==> src/rtl/assert_macros.svh <==
// Assertion macros shared by the RTL; define NO_ASSERTIONS to drop them.
`ifndef ASSERT_MACROS_SVH
`define ASSERT_MACROS_SVH

`ifndef NO_ASSERTIONS

// Property checked on every rising edge of clk outside reset.
`define CHK_ALWAYS(label, prop) \
  label: assert property (@(posedge clk) disable iff (rst) (prop)) \
    else $error("assertion failed");

// Consequent checked in the cycle after the antecedent.
`define CHK_NEXT(label, ante, cons) \
  label: assert property (@(posedge clk) disable iff (rst) (ante) |=> (cons)) \
    else $error("assertion failed");

`else

`define CHK_ALWAYS(label, prop)
`define CHK_NEXT(label, ante, cons)

`endif

`endif

==> src/rtl/tdsp_pkg.sv <==
// Types and constants of the tick-driven stepper and soft PWM timer.
`default_nettype none

package tdsp_pkg;

  localparam logic [2:0] TICK_DIV_RELOAD = 3'd5;

  typedef enum logic [1:0] {
    CFG_STEP_DIV_A = 2'd0,
    CFG_STEP_DIV_B = 2'd1,
    CFG_DIAG_MODE  = 2'd2
  } cfg_index_t;

  typedef struct packed {
    logic        move_req_a;
    logic [15:0] move_steps_a;
    logic        move_req_b;
    logic [15:0] move_steps_b;
    logic [5:0]  idle_valve_duty;
    logic [5:0]  power_valve_duty;
    logic [4:0]  purge_duty;
    logic [3:0]  fan_duty;
  } in_item_t;

  typedef struct packed {
    logic        step_pin_a;
    logic        step_pin_b;
    logic [15:0] steps_done_a;
    logic [15:0] steps_done_b;
    logic        request_taken_a;
    logic        request_taken_b;
    logic        idle_valve_pin;
    logic        power_valve_pin;
    logic        purge_pin;
    logic        fan_pin;
    logic [15:0] tick_count;
    logic        adc_start;
  } out_item_t;

  // Per-channel stepper status after the current tick.
  typedef struct packed {
    logic        pin;
    logic [15:0] done_count;
    logic        taken;
  } step_stat_t;

endpackage

`default_nettype wire

==> src/rtl/tdsp_if.sv <==
// Valid/ready channel interfaces for tick items, results and configuration writes.
`default_nettype none

interface tdsp_in_if;
  logic               valid;
  logic               ready;
  tdsp_pkg::in_item_t data;
  modport source(output valid, output data, input ready);
  modport sink(input valid, input data, output ready);
endinterface

interface tdsp_out_if;
  logic                valid;
  logic                ready;
  tdsp_pkg::out_item_t data;
  modport source(output valid, output data, input ready);
  modport sink(input valid, input data, output ready);
endinterface

interface tdsp_cfg_if;
  logic                 valid;
  logic                 ready;
  tdsp_pkg::cfg_index_t index;
  logic [7:0]           wdata;
  modport source(output valid, output index, output wdata, input ready);
  modport sink(input valid, input index, input wdata, output ready);
endinterface

`default_nettype wire

==> src/rtl/tdsp_stepper.sv <==
// One stepper channel: tick divider, pending request, step pulse and done counter.
`default_nettype none

module tdsp_stepper (
  input  logic                 clk,
  input  logic                 rst,
  input  logic                 accept,
  input  logic                 freeze,
  input  logic                 post,
  input  logic [15:0]          post_steps,
  input  logic [7:0]           divider,
  output tdsp_pkg::step_stat_t stat
);

  logic [7:0]  phase_count, phase_count_next;
  logic        pulse_high, pulse_high_next;
  logic        pending, pending_next;
  logic [15:0] pending_steps, pending_steps_next;
  logic [15:0] remaining, remaining_next;
  logic [15:0] done_count, done_count_next;
  logic        taken;
  logic [15:0] rem_eff;

  always_comb begin
    // a request posted on this tick is visible to this tick's step phase
    pending_next       = post ? 1'b1 : pending;
    pending_steps_next = post ? post_steps : pending_steps;
    phase_count_next   = phase_count;
    pulse_high_next    = pulse_high;
    remaining_next     = remaining;
    done_count_next    = done_count;
    taken              = 1'b0;
    rem_eff            = remaining;
    if (!freeze) begin
      if (phase_count != 8'd0) begin
        phase_count_next = phase_count - 8'd1;
      end else begin
        phase_count_next = divider;
        if (!pulse_high && pending_next) begin
          taken        = 1'b1;
          rem_eff      = pending_steps_next;
          pending_next = 1'b0;
        end
        remaining_next = rem_eff;
        if (rem_eff != 16'd0) begin
          if (!pulse_high) begin
            pulse_high_next = 1'b1;
          end else begin
            pulse_high_next = 1'b0;
            remaining_next  = rem_eff - 16'd1;
            done_count_next = done_count + 16'd1;
          end
        end
      end
    end
  end

  always_ff @(posedge clk) begin
    if (rst) begin
      phase_count   <= '0;
      pulse_high    <= 1'b0;
      pending       <= 1'b0;
      pending_steps <= '0;
      remaining     <= '0;
      done_count    <= '0;
    end else if (accept) begin
      phase_count   <= phase_count_next;
      pulse_high    <= pulse_high_next;
      pending       <= pending_next;
      pending_steps <= pending_steps_next;
      remaining     <= remaining_next;
      done_count    <= done_count_next;
    end
  end

  assign stat.pin        = pulse_high_next;
  assign stat.done_count = done_count_next;
  assign stat.taken      = taken;

endmodule

`default_nettype wire

==> src/rtl/tick_driven_stepper_and_soft_pwm_timer.sv <==
// Top level of the tick-driven stepper and soft PWM timer.
//
// Each request on req is one timer tick carrying step-count requests for
// stepper channels A and B and the duties of the valve, purge and fan PWMs.
// Every tick produces exactly one result on rsp: step pin levels, done
// counts, request acknowledges, PWM pin levels, the divided tick count and
// the ADC start strobe, all as they stand after that tick.
// The result is in the output register in the cycle after the tick is
// accepted. Throughput is one tick per cycle while rsp is ready; all state
// updates are counter compares ahead of the output register.
// A new tick is taken while the previous result is being taken; when the
// receiver stalls the result holds and req.ready drops until it is taken.
// cfg writes step_divider_a, step_divider_b and diag_mode; it is always
// ready and must only be used while no result is outstanding.
// Synchronous reset clears all counters, pins and pending requests, loads
// the tick prescaler with five and empties the output register.
`default_nettype none

module tick_driven_stepper_and_soft_pwm_timer (
  input  logic              clk,
  input  logic              rst,
  tdsp_in_if.sink           req,
  tdsp_out_if.source        rsp,
  tdsp_cfg_if.sink          cfg
);

  logic [7:0]  step_divider_a;
  logic [7:0]  step_divider_b;
  logic        diag_mode;

  logic [5:0]  valve_phase, valve_phase_next;
  logic [5:0]  idle_compare, idle_compare_next;
  logic [5:0]  power_compare, power_compare_next;
  logic        idle_pin, idle_pin_next;
  logic        power_pin, power_pin_next;
  logic [4:0]  purge_phase, purge_phase_next;
  logic [4:0]  purge_compare, purge_compare_next;
  logic        purge_pin, purge_pin_next;
  logic [3:0]  fan_phase, fan_phase_next;
  logic [3:0]  fan_compare, fan_compare_next;
  logic        fan_pin, fan_pin_next;
  logic [2:0]  tick_prescale, tick_prescale_next;
  logic [15:0] system_ticks, system_ticks_next;
  logic [1:0]  adc_prescale;

  logic                 out_valid;
  tdsp_pkg::out_item_t  out_item, out_item_next;
  tdsp_pkg::step_stat_t stat_a, stat_b;
  logic                 accept;

  assign req.ready = !out_valid || rsp.ready;
  assign accept    = req.valid && req.ready;
  assign cfg.ready = 1'b1;
  assign rsp.valid = out_valid;
  assign rsp.data  = out_item;

  always_ff @(posedge clk) begin
    if (rst) begin
      step_divider_a <= '0;
      step_divider_b <= '0;
      diag_mode      <= 1'b0;
    end else if (cfg.valid) begin
      case (cfg.index)
        tdsp_pkg::CFG_STEP_DIV_A: step_divider_a <= cfg.wdata;
        tdsp_pkg::CFG_STEP_DIV_B: step_divider_b <= cfg.wdata;
        tdsp_pkg::CFG_DIAG_MODE:  diag_mode      <= cfg.wdata[0];
        default: ;
      endcase
    end
  end

  tdsp_stepper u_step_a (
    .clk        (clk),
    .rst        (rst),
    .accept     (accept),
    .freeze     (diag_mode),
    .post       (req.data.move_req_a),
    .post_steps (req.data.move_steps_a),
    .divider    (step_divider_a),
    .stat       (stat_a)
  );

  tdsp_stepper u_step_b (
    .clk        (clk),
    .rst        (rst),
    .accept     (accept),
    .freeze     (diag_mode),
    .post       (req.data.move_req_b),
    .post_steps (req.data.move_steps_b),
    .divider    (step_divider_b),
    .stat       (stat_b)
  );

  // valve PWMs: duty loads at wrap, pin drops on compare match
  always_comb begin
    valve_phase_next   = valve_phase;
    idle_compare_next  = idle_compare;
    power_compare_next = power_compare;
    idle_pin_next      = idle_pin;
    power_pin_next     = power_pin;
    if (!diag_mode) begin
      valve_phase_next = valve_phase + 6'd1;
      if (valve_phase_next == 6'd0) begin
        idle_compare_next  = req.data.idle_valve_duty;
        power_compare_next = req.data.power_valve_duty;
        idle_pin_next      = 1'b1;
        power_pin_next     = 1'b1;
      end
      if (idle_compare_next == valve_phase_next) idle_pin_next = 1'b0;
      if (power_compare_next == valve_phase_next) power_pin_next = 1'b0;
    end
  end

  // purge and fan PWMs halt while their duty is zero
  always_comb begin
    purge_phase_next   = purge_phase;
    purge_compare_next = purge_compare;
    purge_pin_next     = purge_pin;
    if (req.data.purge_duty != 5'd0) begin
      purge_phase_next = purge_phase + 5'd1;
      if (purge_phase_next == 5'd0) begin
        purge_compare_next = req.data.purge_duty;
        purge_pin_next     = 1'b1;
      end
      if (purge_compare_next == purge_phase_next) purge_pin_next = 1'b0;
    end
  end

  always_comb begin
    fan_phase_next   = fan_phase;
    fan_compare_next = fan_compare;
    fan_pin_next     = fan_pin;
    if (req.data.fan_duty != 4'd0) begin
      fan_phase_next = fan_phase + 4'd1;
      if (fan_phase_next == 4'd0) begin
        fan_compare_next = req.data.fan_duty;
        fan_pin_next     = 1'b1;
      end
      if (fan_compare_next == fan_phase_next) fan_pin_next = 1'b0;
    end
  end

  always_comb begin
    if (tick_prescale != 3'd0) begin
      tick_prescale_next = tick_prescale - 3'd1;
      system_ticks_next  = system_ticks;
    end else begin
      tick_prescale_next = tdsp_pkg::TICK_DIV_RELOAD;
      system_ticks_next  = system_ticks + 16'd1;
    end
  end

  always_comb begin
    out_item_next.step_pin_a      = stat_a.pin;
    out_item_next.step_pin_b      = stat_b.pin;
    out_item_next.steps_done_a    = stat_a.done_count;
    out_item_next.steps_done_b    = stat_b.done_count;
    out_item_next.request_taken_a = stat_a.taken;
    out_item_next.request_taken_b = stat_b.taken;
    out_item_next.idle_valve_pin  = idle_pin_next;
    out_item_next.power_valve_pin = power_pin_next;
    out_item_next.purge_pin       = purge_pin_next;
    out_item_next.fan_pin         = fan_pin_next;
    out_item_next.tick_count      = system_ticks_next;
    out_item_next.adc_start       = (adc_prescale == 2'd0);
  end

  always_ff @(posedge clk) begin
    if (rst) begin
      valve_phase   <= '0;
      idle_compare  <= '0;
      power_compare <= '0;
      idle_pin      <= 1'b0;
      power_pin     <= 1'b0;
      purge_phase   <= '0;
      purge_compare <= '0;
      purge_pin     <= 1'b0;
      fan_phase     <= '0;
      fan_compare   <= '0;
      fan_pin       <= 1'b0;
      tick_prescale <= tdsp_pkg::TICK_DIV_RELOAD;
      system_ticks  <= '0;
      adc_prescale  <= '0;
    end else if (accept) begin
      valve_phase   <= valve_phase_next;
      idle_compare  <= idle_compare_next;
      power_compare <= power_compare_next;
      idle_pin      <= idle_pin_next;
      power_pin     <= power_pin_next;
      purge_phase   <= purge_phase_next;
      purge_compare <= purge_compare_next;
      purge_pin     <= purge_pin_next;
      fan_phase     <= fan_phase_next;
      fan_compare   <= fan_compare_next;
      fan_pin       <= fan_pin_next;
      tick_prescale <= tick_prescale_next;
      system_ticks  <= system_ticks_next;
      adc_prescale  <= adc_prescale + 2'd1;
    end
  end

  always_ff @(posedge clk) begin
    if (rst) begin
      out_valid <= 1'b0;
    end else begin
      out_valid <= accept || (out_valid && !rsp.ready);
    end
  end

  always_ff @(posedge clk) begin
    if (accept) begin
      out_item <= out_item_next;
    end
  end

`include "assert_macros.svh"

  `CHK_NEXT(a_result_follows_tick, accept, out_valid)
  `CHK_NEXT(a_diag_no_take, accept && diag_mode, !out_item.request_taken_a && !out_item.request_taken_b)
  `CHK_NEXT(a_ticks_hold, accept && tick_prescale != 3'd0, system_ticks == $past(system_ticks))
  `CHK_ALWAYS(a_prescale_range, tick_prescale <= tdsp_pkg::TICK_DIV_RELOAD)

endmodule

`default_nettype wire

==> src/flat_wrapper.sv <==
// flat-port wrapper written by rule: the top's interface ports become plain ports
module tick_driven_stepper_and_soft_pwm_timer_flat 
  (clk, rst, req_valid, req_data, req_ready, rsp_valid, rsp_data, rsp_ready, cfg_valid, cfg_index, cfg_wdata, cfg_ready);
  tdsp_in_if req_i ();
  tdsp_out_if rsp_i ();
  tdsp_cfg_if cfg_i ();
  input  logic clk;
  input  logic rst;
  input wire logic [$bits(req_i.valid)-1:0] req_valid;
  input wire logic [$bits(req_i.data)-1:0] req_data;
  output wire logic [$bits(req_i.ready)-1:0] req_ready;
  output wire logic [$bits(rsp_i.valid)-1:0] rsp_valid;
  output wire logic [$bits(rsp_i.data)-1:0] rsp_data;
  input wire logic [$bits(rsp_i.ready)-1:0] rsp_ready;
  input wire logic [$bits(cfg_i.valid)-1:0] cfg_valid;
  input wire logic [$bits(cfg_i.index)-1:0] cfg_index;
  input wire logic [$bits(cfg_i.wdata)-1:0] cfg_wdata;
  output wire logic [$bits(cfg_i.ready)-1:0] cfg_ready;
  assign req_i.valid = req_valid;
  assign req_i.data = req_data;
  assign req_ready = req_i.ready;
  assign rsp_valid = rsp_i.valid;
  assign rsp_data = rsp_i.data;
  assign rsp_i.ready = rsp_ready;
  assign cfg_i.valid = cfg_valid;
  assign cfg_i.index = cfg_index;
  assign cfg_i.wdata = cfg_wdata;
  assign cfg_ready = cfg_i.ready;
  tick_driven_stepper_and_soft_pwm_timer u_core (.clk(clk), .rst(rst), .req(req_i), .rsp(rsp_i), .cfg(cfg_i));
endmodule
==> config.mk <==
export PLATFORM = sky130hd
export DESIGN_NAME = tick_driven_stepper_and_soft_pwm_timer_flat
export DESIGN_NICKNAME = d
export VERILOG_FILES = /design/src/rtl/tdsp_pkg.sv /design/src/rtl/tdsp_if.sv /design/src/rtl/tdsp_stepper.sv /design/src/rtl/tick_driven_stepper_and_soft_pwm_timer.sv /design/src/flat_wrapper.sv
export VERILOG_INCLUDE_DIRS = /design/src /design/src/rtl
export SDC_FILE = /design/constraint.sdc
export NUM_CORES = 1
export LEC_CHECK = 0
export BUFFER_PORTS_ARGS = -buffer_cell sky130_fd_sc_hd__buf_2
export CORE_UTILIZATION = 60
export CTS_BUF_LIST = sky130_fd_sc_hd__clkbuf_4
export CTS_CLUSTER_SIZE = 25
export DETAILED_ROUTE_END_ITERATION = 7
export PLACE_DENSITY = 0.81
export SYNTH_ARGS = -nofsm -noshare
export SYNTH_HDL_FRONTEND = slang
export SYNTH_SLANG_ARGS = --single-unit
==> constraint.sdc <==
create_clock -name clk -period 4.9 [get_ports clk]
set_input_delay 0 -clock clk [delete_from_list [all_inputs] [get_ports clk]]
set_output_delay 0 -clock clk [all_outputs]
set_load 0.05 [all_outputs]
Yosys cells after proc, flatten, opt, wreduce, memory -nomap -nowiden:

Cells that the tools add are included.

* add/sub/neg operators: 12
* reductions and logical operators: 32
* bitwise operators: 3
* equality and inequality tests: 6
* muxes and demuxes: 62

Operators by type and width (number)
* $mux W16: 21
* $add A16 B1 Y16 const B: 3
* $reduce_bool A16 Y1: 2
* $sub A16 B1 Y16 const B: 2
* $mux W1: 30
* $mux W6: 4
* $mux W8: 2
* $reduce_bool A8 Y1: 2
* $sub A8 B1 Y8 const B: 2
* $eq A6 B6 Y1: 2
* $reduce_and A2 Y1: 6
* $mux W5: 2
* $mux W4: 2
* $add A6 B1 Y6 const B: 1
* $logic_not A6 Y1: 1
* $reduce_and A3 Y1: 2
* $add A5 B1 Y5 const B: 1
* $eq A5 B5 Y1: 1
* $logic_not A5 Y1: 1
* $reduce_bool A5 Y1: 1
* $add A4 B1 Y4 const B: 1
* $eq A4 B4 Y1: 1
* $logic_and A1 B1 Y1: 4
* $logic_not A1 Y1: 4
* 12 further kinds: 17

* bits of input ports: 70
* bits in registers: 252

Logic depth before layout (Yosys ltp):

Gate-level depths: netlist of run 1.

* depth in word-level cells: 9
* depth in mapped cells: 11

By module:

From an unflattened synthesis of run 1, not the netlist that was laid out.

* cells, all modules: 1467
* area total of the unflattened synthesis: 13326.5 um2

By module, submodules not included
* tdsp_stepper: cells an instance 441, times used 2, area each 3602.2 um2
* tick_driven_stepper_and_soft_pwm_timer: cells an instance 585, times used 1, area each 6122.1 um2

Least setup slack after synthesis of run 1:

Ideal clock, no wire load.

* kind: register to register
* from: reg u_core.out_valid (netlist: u_core.rsp.valid)
* to: reg u_core.u_step_b.pending
* required time: 4.817 ns
* arrival time: 3.742 ns
* buffers on the path: 2
* setup time: 0.083 ns
* stages on the path, launching flop included: 9
* path slack: 1.075 ns
* cell sequence: dfxtp_1 -> nor2b_1 -> inv_1 -> nand2_1 -> inv_1 -> clkbuf_1 -> buf_1 -> a21oi_1 -> nor3_1

* cells in the longest elaborated chain, start to end: 3

RTL lines
* from (decl): line tick_driven_stepper_and_soft_pwm_timer.sv:46 `logic out_valid;`
* from (signal assigned): line tick_driven_stepper_and_soft_pwm_timer.sv:206 `out_valid <= accept || (out_valid && !rsp.ready);`
* $logic_not A1 Y1: line tick_driven_stepper_and_soft_pwm_timer.sv:51 `assign req.ready = !out_valid || rsp.ready;`
* $logic_or A1 B1 Y1: line tick_driven_stepper_and_soft_pwm_timer.sv:51
* net req_ready: line flat_wrapper.sv:11 `output wire logic [$bits(req_i.ready)-1:0] req_ready;`
* $logic_and A1 B1 Y1: line tick_driven_stepper_and_soft_pwm_timer.sv:52 `assign accept = req.valid && req.ready;`
* net u_core.accept: line tick_driven_stepper_and_soft_pwm_timer.sv:49 `logic accept;`
* to (signal assigned): line tdsp_stepper.sv:69 `pending <= pending_next;`
* to (decl): line tdsp_stepper.sv:17 `logic pending, pending_next;`

The timed path passes the listed nets, and every way through them passes these cells.
A chain may end at the register's enable or synchronous reset.

==> flow_summary.rst, run 1 <==
.. list-table::
   :header-rows: 1

   * - Metric
     - Value
   * - Status
     - complete, no violations
   * - Post-layout power
     - between 0.007 and 0.008 W
   * - Floorplan core area
     - 0.0212 mm^2
   * - Comb power frac
     - between 30% and 40%
   * - Top post-synthesis cells by area
     - sky130_fd_sc_hd__dfxtp_1 30%, sky130_fd_sc_hd__edfxtp_1 13%, sky130_fd_sc_hd__nor2_1 5.4%
   * - Post-Layout Inst Area
     - approximately 0.016 mm^2
   * - Post-detailed-route wirelength per cell
     - approximately 16 um
   * - Max incr delay on CP
     - 0.91 ns
   * - Cell count after placement
     - roughly 1800
   * - CP startpoint kind
     - flip-flop
   * - Initial core utilization
     - just over 60%
   * - Count of pins over their slew limit
     - 0
   * - Number of cells in the finished layout apart from fillers
     - 1993
   * - Weighted congestion reported at the end of routability-driven placement
     - between 0.8 and 0.9
   * - Hold-critical path depth
     - 6
   * - Y dimension of the die
     - 150 um
   * - Remaining max-slew budget at the tightest pin
     - 34.2%
   * - Fraction of synthesis flops using an asynchronous set or reset pin
     - 0%
   * - Layout fillers
     - approximately 1600
   * - Number of instances in the synthesized netlist
     - around 1500
   * - Internal Power
     - about 0.0045 W
   * - Area after detailed placement
     - 0.0138 mm^2
   * - Syn_area_per_cell
     - 8.94 um^2
   * - Number of enable-type register cells in the synthesized netlist
     - 57
   * - Post-route clock period utilization
     - 78.9%
   * - HP Class
     - input port to flip-flop
   * - Unrepaired setup endpoints after global routing
     - false
   * - Number of global-route vias before repair
     - about 11000
   * - Library cell occupying the most area in the post-synthesis netlist
     - sky130_fd_sc_hd__dfxtp_1
   * - Maximum count of clock buffers along a single path
     - 3
   * - Crit Reg-Reg Endpoint
     - u_core.rsp.data[44]$_DFFE_PP_
   * - Critical path's top delay family
     - compound AO/OA/AOI/OAI gates
   * - Die Outline Area
     - 0.0224 mm^2
   * - Via-per-instance ratio
     - between 6 and 7
   * - Static leakage
     - 6.24 nW
   * - Number of instances resized during post-cts repair
     - 0
   * - Arrival time worst endpoint
     - 4.27 ns
   * - Sink Count
     - 252
   * - Worst R2R Start
     - u_core.u_step_a.pending$_SDFFE_PP0P_
   * - Total congestion overflow
     - 0
   * - Critical path data required time
     - ~5.3 ns
   * - Number of nets with antenna violations after routing
     - 0
   * - Share of post-route cells with drive strength above 1
     - between 10% and 20%
   * - Global-route usage over all layers
     - 29.4%
   * - TritonCTS clock tree
     - built
   * - Total power density per cell area
     - 457 mW/mm^2
   * - CP cell instances
     - o21bai_1 -> a221oi_1 -> ha_1 -> nand4_1 -> o41ai_2 -> buf_4 -> nor2_1 -> xor2_1
   * - Highest achievable clock rate
     - 0.259 GHz
   * - Portion of synthesized cell area occupied by the leading cell type
     - 29.8%
   * - Drt first pass iters
     - 6
   * - Total number of yosys warnings
     - 0
   * - Worst hold start
     - rsp_ready
   * - Syn Std Cell Area
     - 0.0131 mm^2
   * - Final #Nets
     - 1749
   * - Worst hold endpoint
     - u_core.valve_phase[0]$_SDFFE_PP0P_
   * - Antenna violations before repair
     - 1
   * - Switching portion of total power
     - 37.4%
   * - Worst R2R Setup Slack
     - 1.03 ns
   * - Portion of total power attributed to sequential cells
     - 36.9%
   * - Crit end category
     - flip-flop
   * - Number of distinct library cell variants in the gate-level netlist after synthesis
     - 84
   * - Top-Level Pins
     - 130
   * - Worst-Margin Slew
     - 0.985 ns
   * - First-pass GRT wire length
     - 53.8 mm
   * - Port-buffer cells
     - 128
   * - Primary flip-flop cell chosen by synthesis mapping
     - sky130_fd_sc_hd__dfxtp_1
   * - Placed wire-length estimate
     - between 20 and 25 mm
   * - Total DRC errors in the routed layout
     - 0
   * - Clock Tree Root
     - sky130_fd_sc_hd__clkbuf_4
   * - Count of hold buffers inserted by post-cts repair
     - 84
   * - Floorplan row count
     - 53
   * - Flop and latch count out of synthesis
     - 252
   * - Final total negative setup slack
     - 0 ns
   * - Commonest cells after routing, fill and taps aside
     - 195 x sky130_fd_sc_hd__dfxtp_1, 188 x sky130_fd_sc_hd__nor2_1, 127 x sky130_fd_sc_hd__buf_2, 118 x sky130_fd_sc_hd__nand2_1, 103 x sky130_fd_sc_hd__clkbuf_4
   * - Time the worst path needs with I/O delays and setup
     - slightly below 4 ns
   * - Class of the most critical setup path
     - flip-flop to flip-flop
   * - Final setup viols
     - 0
   * - Worst-path cell with the longest stage delay
     - sky130_fd_sc_hd__o41ai_2
   * - Sequential fraction of the synthesis area
     - 42.8%
   * - Setup skew after layout
     - 0.0488 ns
   * - Final Hold Fails
     - 0
   * - CTS HTree Levels
     - 3
   * - Die extent in x
     - 150 um
   * - Total wire length
     - 32.8 mm
   * - Count of cells along the worst register-to-register path
     - 8
   * - Most common cell after layout, fill and taps aside
     - sky130_fd_sc_hd__dfxtp_1
   * - Initial DRC Count
     - 884
   * - Clock transition time at the flip-flop clock pins of the worst setup and hold paths
     - 0.07 ns
   * - Worst voltage drop across the vdd grid
     - approximately 0.29 mV
   * - Syn nets
     - 1550
   * - Worst-Skew Late Latency
     - between 0.6 and 0.7 ns
   * - Post-CTS setup buffer count
     - 0
   * - Synth-to-layout area growth
     - 19.2%
   * - CTS Buf Count
     - 68
   * - Worst-path maximum fanout
     - 17
   * - Clock share of power
     - 29.6%
   * - # Max-Cap Violations
     - 0
   * - Crit path buffers/inverters
     - 1
   * - Switching pwr
     - 0.00267 W
   * - Pin count of the biggest net entering global routing
     - 68
   * - Via count
     - about 12000
[cell type report]
cell class / count / area [um^2] / share of cell area, %
Sequential cell: 252 / 5620 / 35.9
Antenna cell: 1 / 2.50 / 0.0160
Timing Repair Buffer: 228 / 1600 / 10.3
Inverter: 23 / 86.3 / 0.553
Tap cell: 275 / 344 / 2.20
Clock buffer: 103 / 773 / 4.95
Clock inverter: 18 / 206 / 1.32
Multi-Input combinational cell: 1093 / 6990 / 44.7
[metal layers]
| layer | share of wire, % | track usage, % | vias to the layer above |
|---|---|---|---|
| li1 | - | - | 5843 |
| met2 | 48 | 49.5 | 457 |
| met5 | 0 | 0 | - |
| met4 | 2.4 | 12.0 | 0 |
| met1 | 43 | 36.9 | 5598 |
| met3 | 6.2 | 5.49 | 84 |
[state kept, by name, indices dropped and copies added, names as in the netlist, 2 cells and up]
signal                         flops
u_core.adc_prescale                2
u_core.fan_compare                 4
u_core.fan_phase                   4
u_core.idle_compare                6
u_core.power_compare               6
u_core.purge_compare               5
u_core.purge_phase                 5
u_core.rsp.data                   57
u_core.step_divider_a              8
u_core.step_divider_b              8
u_core.system_ticks               16
u_core.tick_prescale               3
u_core.u_step_a.done_count        16
u_core.u_step_a.pending_steps     16
u_core.u_step_a.phase_count        8
u_core.u_step_a.remaining         16
u_core.u_step_b.done_count        16
u_core.u_step_b.pending_steps     16
u_core.u_step_b.phase_count        8
u_core.u_step_b.remaining         16
u_core.valve_phase                 6
[power groups by stage]
stage               clock [W]  sequential, W  combinational [W]
floorplan                   0        0.00271            0.00174
global placement            0        0.00265            0.00223
detailed placement          0        0.00266            0.00229
CTS                   0.00215        0.00262            0.00236
global route          0.00227        0.00266            0.00262
finish                0.00212        0.00263            0.00239
[kinds of logic after synthesis]
group,share of synthesized area [%]
AOI/OAI and AO/OA,16.4
xor gates and xnor gates,6.08
adders and majority gates,1.24
buffers and inverters,3.93
DFF,42.8
muxes,5.66
other,0.0286
and+or+nand+nor,23.8
[synth_stat cells, types with 5 or more instances]
cell and count:
sky130_fd_sc_hd__a221oi_1 7, sky130_fd_sc_hd__o221ai_1 17, sky130_fd_sc_hd__o21ai_1 10, sky130_fd_sc_hd__dfxtp_1 195
sky130_fd_sc_hd__edfxtp_1 57, sky130_fd_sc_hd__nand2b_1 12, sky130_fd_sc_hd__nor2b_1 9, sky130_fd_sc_hd__or2_2 6
sky130_fd_sc_hd__nor3b_1 7, sky130_fd_sc_hd__nand4_1 21, sky130_fd_sc_hd__mux2i_1 64, sky130_fd_sc_hd__nand3_1 49
sky130_fd_sc_hd__o31ai_1 17, sky130_fd_sc_hd__nor4bb_1 8, sky130_fd_sc_hd__or3_1 34, sky130_fd_sc_hd__a22oi_1 5
sky130_fd_sc_hd__nand2_1 118, sky130_fd_sc_hd__buf_2 16, sky130_fd_sc_hd__buf_1 8, sky130_fd_sc_hd__or4_1 21
sky130_fd_sc_hd__o211ai_1 8, sky130_fd_sc_hd__a31oi_1 19, sky130_fd_sc_hd__xor2_1 48, sky130_fd_sc_hd__o21ai_0 54
sky130_fd_sc_hd__nor2_1 188, sky130_fd_sc_hd__a311oi_1 9, sky130_fd_sc_hd__inv_1 23, sky130_fd_sc_hd__ha_1 13
sky130_fd_sc_hd__xnor2_1 43, sky130_fd_sc_hd__a21o_1 7, sky130_fd_sc_hd__or4b_1 21, sky130_fd_sc_hd__a21oi_1 93
sky130_fd_sc_hd__mux2_1 5, sky130_fd_sc_hd__clkbuf_1 68, sky130_fd_sc_hd__and4_1 6, sky130_fd_sc_hd__and3_1 15
sky130_fd_sc_hd__nor4_1 14, sky130_fd_sc_hd__a211oi_1 9, sky130_fd_sc_hd__nor3_1 47, sky130_fd_sc_hd__nand3b_1 6
[worst max path at each step]
stage                                                    start  depth (start not counted)                                   endpoint  slack (ns)
after floorplan                    u_core.rsp.valid$_SDFF_PP0_                          8       u_core.u_step_b.pending$_SDFFE_PP0P_        1.07
after detailed placement  u_core.u_step_a.pending$_SDFFE_PP0P_                          7  u_core.u_step_a.remaining[1]$_SDFFE_PP0P_        1.06
after CTS                 u_core.u_step_a.pending$_SDFFE_PP0P_                          8              u_core.rsp.data[44]$_DFFE_PP_        1.05
after global routing      u_core.u_step_a.pending$_SDFFE_PP0P_                          7  u_core.u_step_a.remaining[1]$_SDFFE_PP0P_        0.64
final                     u_core.u_step_a.pending$_SDFFE_PP0P_                          8              u_core.rsp.data[44]$_DFFE_PP_        1.03
after global placement    u_core.u_step_a.pending$_SDFFE_PP0P_                          8              u_core.rsp.data[44]$_DFFE_PP_        1.26
[worst register-to-register path, delay by kind of cell, from the launching register on]
| family | cells | cell delay [ns] |
|---|---|---|
| and+or+nand+nor | 2 | 0.28 |
| adders and majority gates | 1 | 0.33 |
| DFF | 1 | 0.58 |
| AOI/OAI and AO/OA | 3 | 1.97 |
| buffers and inverters | 1 | 0.31 |
| xor gates and xnor gates | 1 | 0.14 |
[through the flow]
step           worst slack [ns]  hold WS (ns)  utilization, %
5_1_grt                   0.645         0.124            73.6
2_1_floorplan              1.07         0.136               -
4_1_cts                    1.05        0.0744            73.6
3_3_place_gp               1.26         0.248            65.0
3_5_place_dp               1.06         0.259            65.0
6_report                   1.03         0.117            73.6
(Power assumes the default switching activity.)
==> inputs of run 2 (changes only) <==
--- a/config.mk
+++ b/config.mk
@@ -6,12 +6,13 @@
 export SDC_FILE = /design/constraint.sdc
 export NUM_CORES = 1
 export LEC_CHECK = 0
+export ABC_AREA = 1
 export BUFFER_PORTS_ARGS = -buffer_cell sky130_fd_sc_hd__buf_2
 export CORE_UTILIZATION = 60
 export CTS_BUF_LIST = sky130_fd_sc_hd__clkbuf_4
 export CTS_CLUSTER_SIZE = 25
 export DETAILED_ROUTE_END_ITERATION = 7
-export PLACE_DENSITY = 0.81
+export PLACE_DENSITY = 0.8
 export SYNTH_ARGS = -nofsm -noshare
 export SYNTH_HDL_FRONTEND = slang
 export SYNTH_SLANG_ARGS = --single-unit
==> constraint.sdc (replaced) <==
create_clock -name clk -period 3.6 [get_ports clk]
set_input_delay 0 -clock clk [delete_from_list [all_inputs] [get_ports clk]]
set_output_delay 0 -clock clk [all_outputs]
set_load 0.05 [all_outputs]
==> run 2 against run 1 <==
The flow now finishes with violations (design-rule violations). Setup slack lost 0.41 ns. Critical endpoint is now u_core.u_step_b.done_count[10]$_SDFFE_PP0P_. Final cell count grew 34%. Largest cell class unchanged. Clock-buffer cell count grew 8. Via count grew 18%.
==> flow_summary.rst, run 2 <==
.. list-table::
   :header-rows: 1

   * - Metric
     - Value
   * - Status
     - finished, violations left
   * - Violated checks
     - design-rule violations
   * - Initial core utilization
     - 61.6% (-0.14 points)
   * - Global-route usage over all layers
     - 30.1% (+0.76 points)
   * - Unrepaired setup endpoints after global routing
     - false
   * - Most numerous cell types in the synthesized netlist
     - 604 x sky130_fd_sc_hd__nand2_1, 297 x sky130_fd_sc_hd__inv_1, 195 x sky130_fd_sc_hd__dfxtp_1
   * - Share of post-route cells with drive strength above 1
     - 13.8% (-3.6 points)
   * - Sequential fraction of the synthesis area
     - 40.0% (-2.8 points)
   * - Number of distinct library cell variants in the gate-level netlist after synthesis
     - 47 (-44%)
   * - Initial DRC Count
     - 1015 (+15%)
   * - Fraction of synthesis flops using an asynchronous set or reset pin
     - 0% (unchanged)
   * - Clock Tree Root
     - sky130_fd_sc_hd__clkbuf_4
   * - Die Outline Area
     - 0.0240 mm^2 (+7.0%)
   * - Y dimension of the die
     - 155 um (+3.4%)
   * - Post-CTS setup buffer count
     - 0 (unchanged)
   * - TritonCTS clock tree
     - built
   * - Worst voltage drop across the vdd grid
     - 0.359 mV (+25%)
   * - Cell count after placement
     - 2460 (+38%)
   * - Library cell occupying the most area in the post-synthesis netlist
     - sky130_fd_sc_hd__dfxtp_1
   * - Worst R2R Setup Slack
     - 0.62 ns (-0.41 ns)
   * - Number of enable-type register cells in the synthesized netlist
     - 57 (unchanged)
   * - Total power density per cell area
     - 517 mW/mm^2 (+13%)
   * - Commonest cells after routing, fill and taps aside
     - 603 x sky130_fd_sc_hd__nand2_1, 295 x sky130_fd_sc_hd__inv_1, 195 x sky130_fd_sc_hd__dfxtp_1, 179 x sky130_fd_sc_hd__o21ai_0, 168 x sky130_fd_sc_hd__nor2_1
   * - Primary flip-flop cell chosen by synthesis mapping
     - sky130_fd_sc_hd__dfxtp_1
   * - Die extent in x
     - 155 um (+3.4%)
   * - Area after detailed placement
     - 0.0148 mm^2 (+6.9%)
   * - Count leader, synth
     - sky130_fd_sc_hd__nand2_1
   * - Maximum count of clock buffers along a single path
     - 3 (unchanged)
   * - HP Class
     - input port to flip-flop
   * - Worst-path maximum fanout
     - 15 (-2)
   * - Post-Layout Inst Area
     - 0.0166 mm^2 (+6.2%)
   * - Number of instances in the synthesized netlist
     - 2091 (+43%)
   * - Total number of yosys warnings
     - 0 (unchanged)
   * - Static leakage
     - 8.19 nW (+31%)
   * - Remaining max-slew budget at the tightest pin
     - 40.9% (+6.6 points)
   * - Class of the most critical setup path
     - flip-flop to flip-flop
   * - Floorplan row count
     - 55 (+3.8%)
   * - Port-buffer cells
     - 128 (unchanged)
   * - Syn_area_per_cell
     - 6.71 um^2 (-25%)
   * - CP startpoint kind
     - flip-flop
   * - Flop and latch count out of synthesis
     - 252 (unchanged)
   * - CTS HTree Levels
     - 3 (unchanged)
   * - First-pass GRT wire length
     - 59.8 mm (+11%)
   * - Post-placement worst setup slack
     - 0.657 ns (-0.402 ns)
   * - Time the worst path needs with I/O delays and setup
     - 2.98 ns (-0.889 ns)
   * - Arrival time worst endpoint
     - 3.51 ns (-0.76 ns)
   * - Highest achievable clock rate
     - 0.336 GHz (+30%)
   * - Worst-Margin Slew
     - 0.887 ns (-0.0983 ns)
   * - Number of global-route vias before repair
     - 13200 (+16%)
   * - Floorplan core area
     - 0.0228 mm^2 (+7.3%)
   * - Syn Std Cell Area
     - 0.0140 mm^2 (+7.1%)
   * - Via-per-instance ratio
     - 5.27 (-12%)
   * - Worst-Skew Late Latency
     - 0.67 ns (about the same)
   * - Most common cell after layout, fill and taps aside
     - sky130_fd_sc_hd__nand2_1
   * - Placed wire-length estimate
     - 23.1 mm (+13%)
   * - Flip-flop count of the largest register, all copies and words added
     - 57 (unchanged)
   * - Final worst slack
     - 0.624 ns (-0.411 ns)
   * - Total wire length
     - 36.2 mm (+10%)
   * - Final Hold Fails
     - 0 (unchanged)
   * - Pin count of the biggest net entering global routing
     - 88 (+29%)
   * - Weighted congestion reported at the end of routability-driven placement
     - 0.945 (+7.2%)
   * - Setup skew after layout
     - 0.0521 ns (+0.00328 ns)
   * - Number of nets with antenna violations after routing
     - 0 (unchanged)
   * - Final total negative setup slack
     - 0 ns (unchanged)
   * - Top-Level Pins
     - 130 (unchanged)
   * - Clock transition time at the flip-flop clock pins of the worst setup and hold paths
     - 0.06 ns (about the same)
   * - Sink Count
     - 252 (unchanged)
   * - Total congestion overflow
     - 0 (unchanged)
   * - Synth-to-layout area growth
     - 18.2%
   * - Drt first pass iters
     - 8 (+2)
   * - CTS Buf Count
     - 69 (+1.5%)
   * - Via count
     - 14100 (+18%)
   * - # Max-Cap Violations
     - 0 (unchanged)
   * - Post-layout power
     - 0.00858 W (+20%)
   * - Final #Nets
     - 2390 (+37%)
   * - Total DRC errors in the routed layout
     - 2 (+2)
   * - Portion of synthesized cell area occupied by the leading cell type
     - 27.8% (-2.0 points)
   * - Final setup viols
     - 0 (unchanged)
   * - Antenna violations before repair
     - 1 (unchanged)
   * - Number of cells in the finished layout apart from fillers
     - 2674 (+34%)
   * - Top post-synthesis cells by area
     - sky130_fd_sc_hd__dfxtp_1 28%, sky130_fd_sc_hd__nand2_1 16%, sky130_fd_sc_hd__edfxtp_1 12%
   * - Post-route clock period utilization
     - 82.7% (+3.8 points)
   * - Critical path data required time
     - 4.14 ns (-1.16 ns)
   * - Count of pins over their slew limit
     - 0 (unchanged)
   * - Syn nets
     - 2174 (+40%)
   * - Post-detailed-route wirelength per cell
     - 13.6 um (-18%)
   * - Crit end category
     - flip-flop
run 2: cell count changes after synthesis, sizes merged, moves of 22 or more:
cell / change
xor2: -22
nor3: -24
nand3: +77
xnor2: -39
inv: +279
nand2: +503
or3: -34
a21oi: +51
mux2i: -64
o21ai: +151
run 2: through the flow:
| step | util (%) | hold slack, ns |
|---|---|---|
| finish | 72.8 | 0.0399 |
| global route | 72.8 | 0.0571 |
| CTS | 72.8 | 0.00139 |
| detailed placement | 64.8 | 0.247 |
| global placement | 64.8 | 0.243 |
| floorplan | - | 0.134 |
run 2: metal layers:
metal	part of all wire (%)	wire (um)	GRT usage, %	vias up
met5	0	0	0	-
met4	2.0	708	9.76	0
met3	7.1	2590	6.16	64
met2	47	17200	52.0	494
met1	44	15800	37.5	6379
li1	-	-	-	7159
run 2: path summary, 6_finish.rpt:
path                                                                startpoint                                              to  cells past startpoint
worst min-delay path                                              req_data[37]            u_core.u_step_b.pending$_SDFFE_PP0P_                      3
worst min register to register  u_core.u_step_a.pending_steps[10]$_SDFFE_PP0P_  u_core.u_step_a.pending_steps[10]$_SDFFE_PP0P_                      2
worst max register to register            u_core.u_step_b.pending$_SDFFE_PP0P_     u_core.u_step_b.done_count[10]$_SDFFE_PP0P_                     15
worst max-delay path                      u_core.u_step_b.pending$_SDFFE_PP0P_     u_core.u_step_b.done_count[10]$_SDFFE_PP0P_                     15
run 2: cell families (layout without fill, tap and decap cells):
| family | count (synthesis) | after routing | synth area share [%] |
|---|---|---|---|
| adder cells (fa/ha/maj) | 13 | 13 | 1.16 |
| flip-flops | 252 | 252 | 40.0 |
| XOR/XNOR | 30 | 30 | 1.87 |
| buffers and inverters | 390 | 659 | 11.3 |
| AO/OA/AOI/OAI | 404 | 404 | 15.3 |
| other | 1 | 2 | 0.0267 |
| AND/OR/NAND/NOR | 1001 | 1001 | 30.4 |
run 2: timing repair:
action                                 4_1_cts  5_1_grt
resized for setup                            0        0
hold buffers                                89        0
endpoints found under the hold margin      116        0
run 2: worst max-delay path, cell delays in order, from the launching register on:
cell	delay, ns
sky130_fd_sc_hd__dfxtp_1	0.37
sky130_fd_sc_hd__o21ai_2	0.53
sky130_fd_sc_hd__nand2_1	0.12
sky130_fd_sc_hd__o21ai_1	0.17
sky130_fd_sc_hd__inv_1	0.07
sky130_fd_sc_hd__ha_1	0.27
sky130_fd_sc_hd__nand3_1	0.12
sky130_fd_sc_hd__nor2_1	0.04
sky130_fd_sc_hd__nand2_1	0.07
sky130_fd_sc_hd__nor2_2	0.04
sky130_fd_sc_hd__nor2_1	0.55
sky130_fd_sc_hd__nand2_1	0.14
sky130_fd_sc_hd__nor2_1	0.15
sky130_fd_sc_hd__o21ai_0	0.10
sky130_fd_sc_hd__nand2_1	0.09
sky130_fd_sc_hd__inv_1	0.04
run 2: layout make-up:
| cell class | instances | area (um^2) |
|---|---|---|
| inverter | 303 | 1140 |
| multi-input combinational | 1449 | 6850 |
| timing repair buffer | 232 | 1640 |
| tap | 313 | 392 |
| antenna | 1 | 2.50 |
| sequential | 252 | 5620 |
| clock buffer | 111 | 833 |
| clock inverter | 13 | 110 |
| fill | 1868 | 6190 |
run 2: power by group:
part           switching [W]  total [W]  internal, W
Sequential          0.000185    0.00339      0.00321
Combinational        0.00167    0.00242     0.000752
Clock                0.00123    0.00277      0.00154
Total                0.00308    0.00858      0.00550
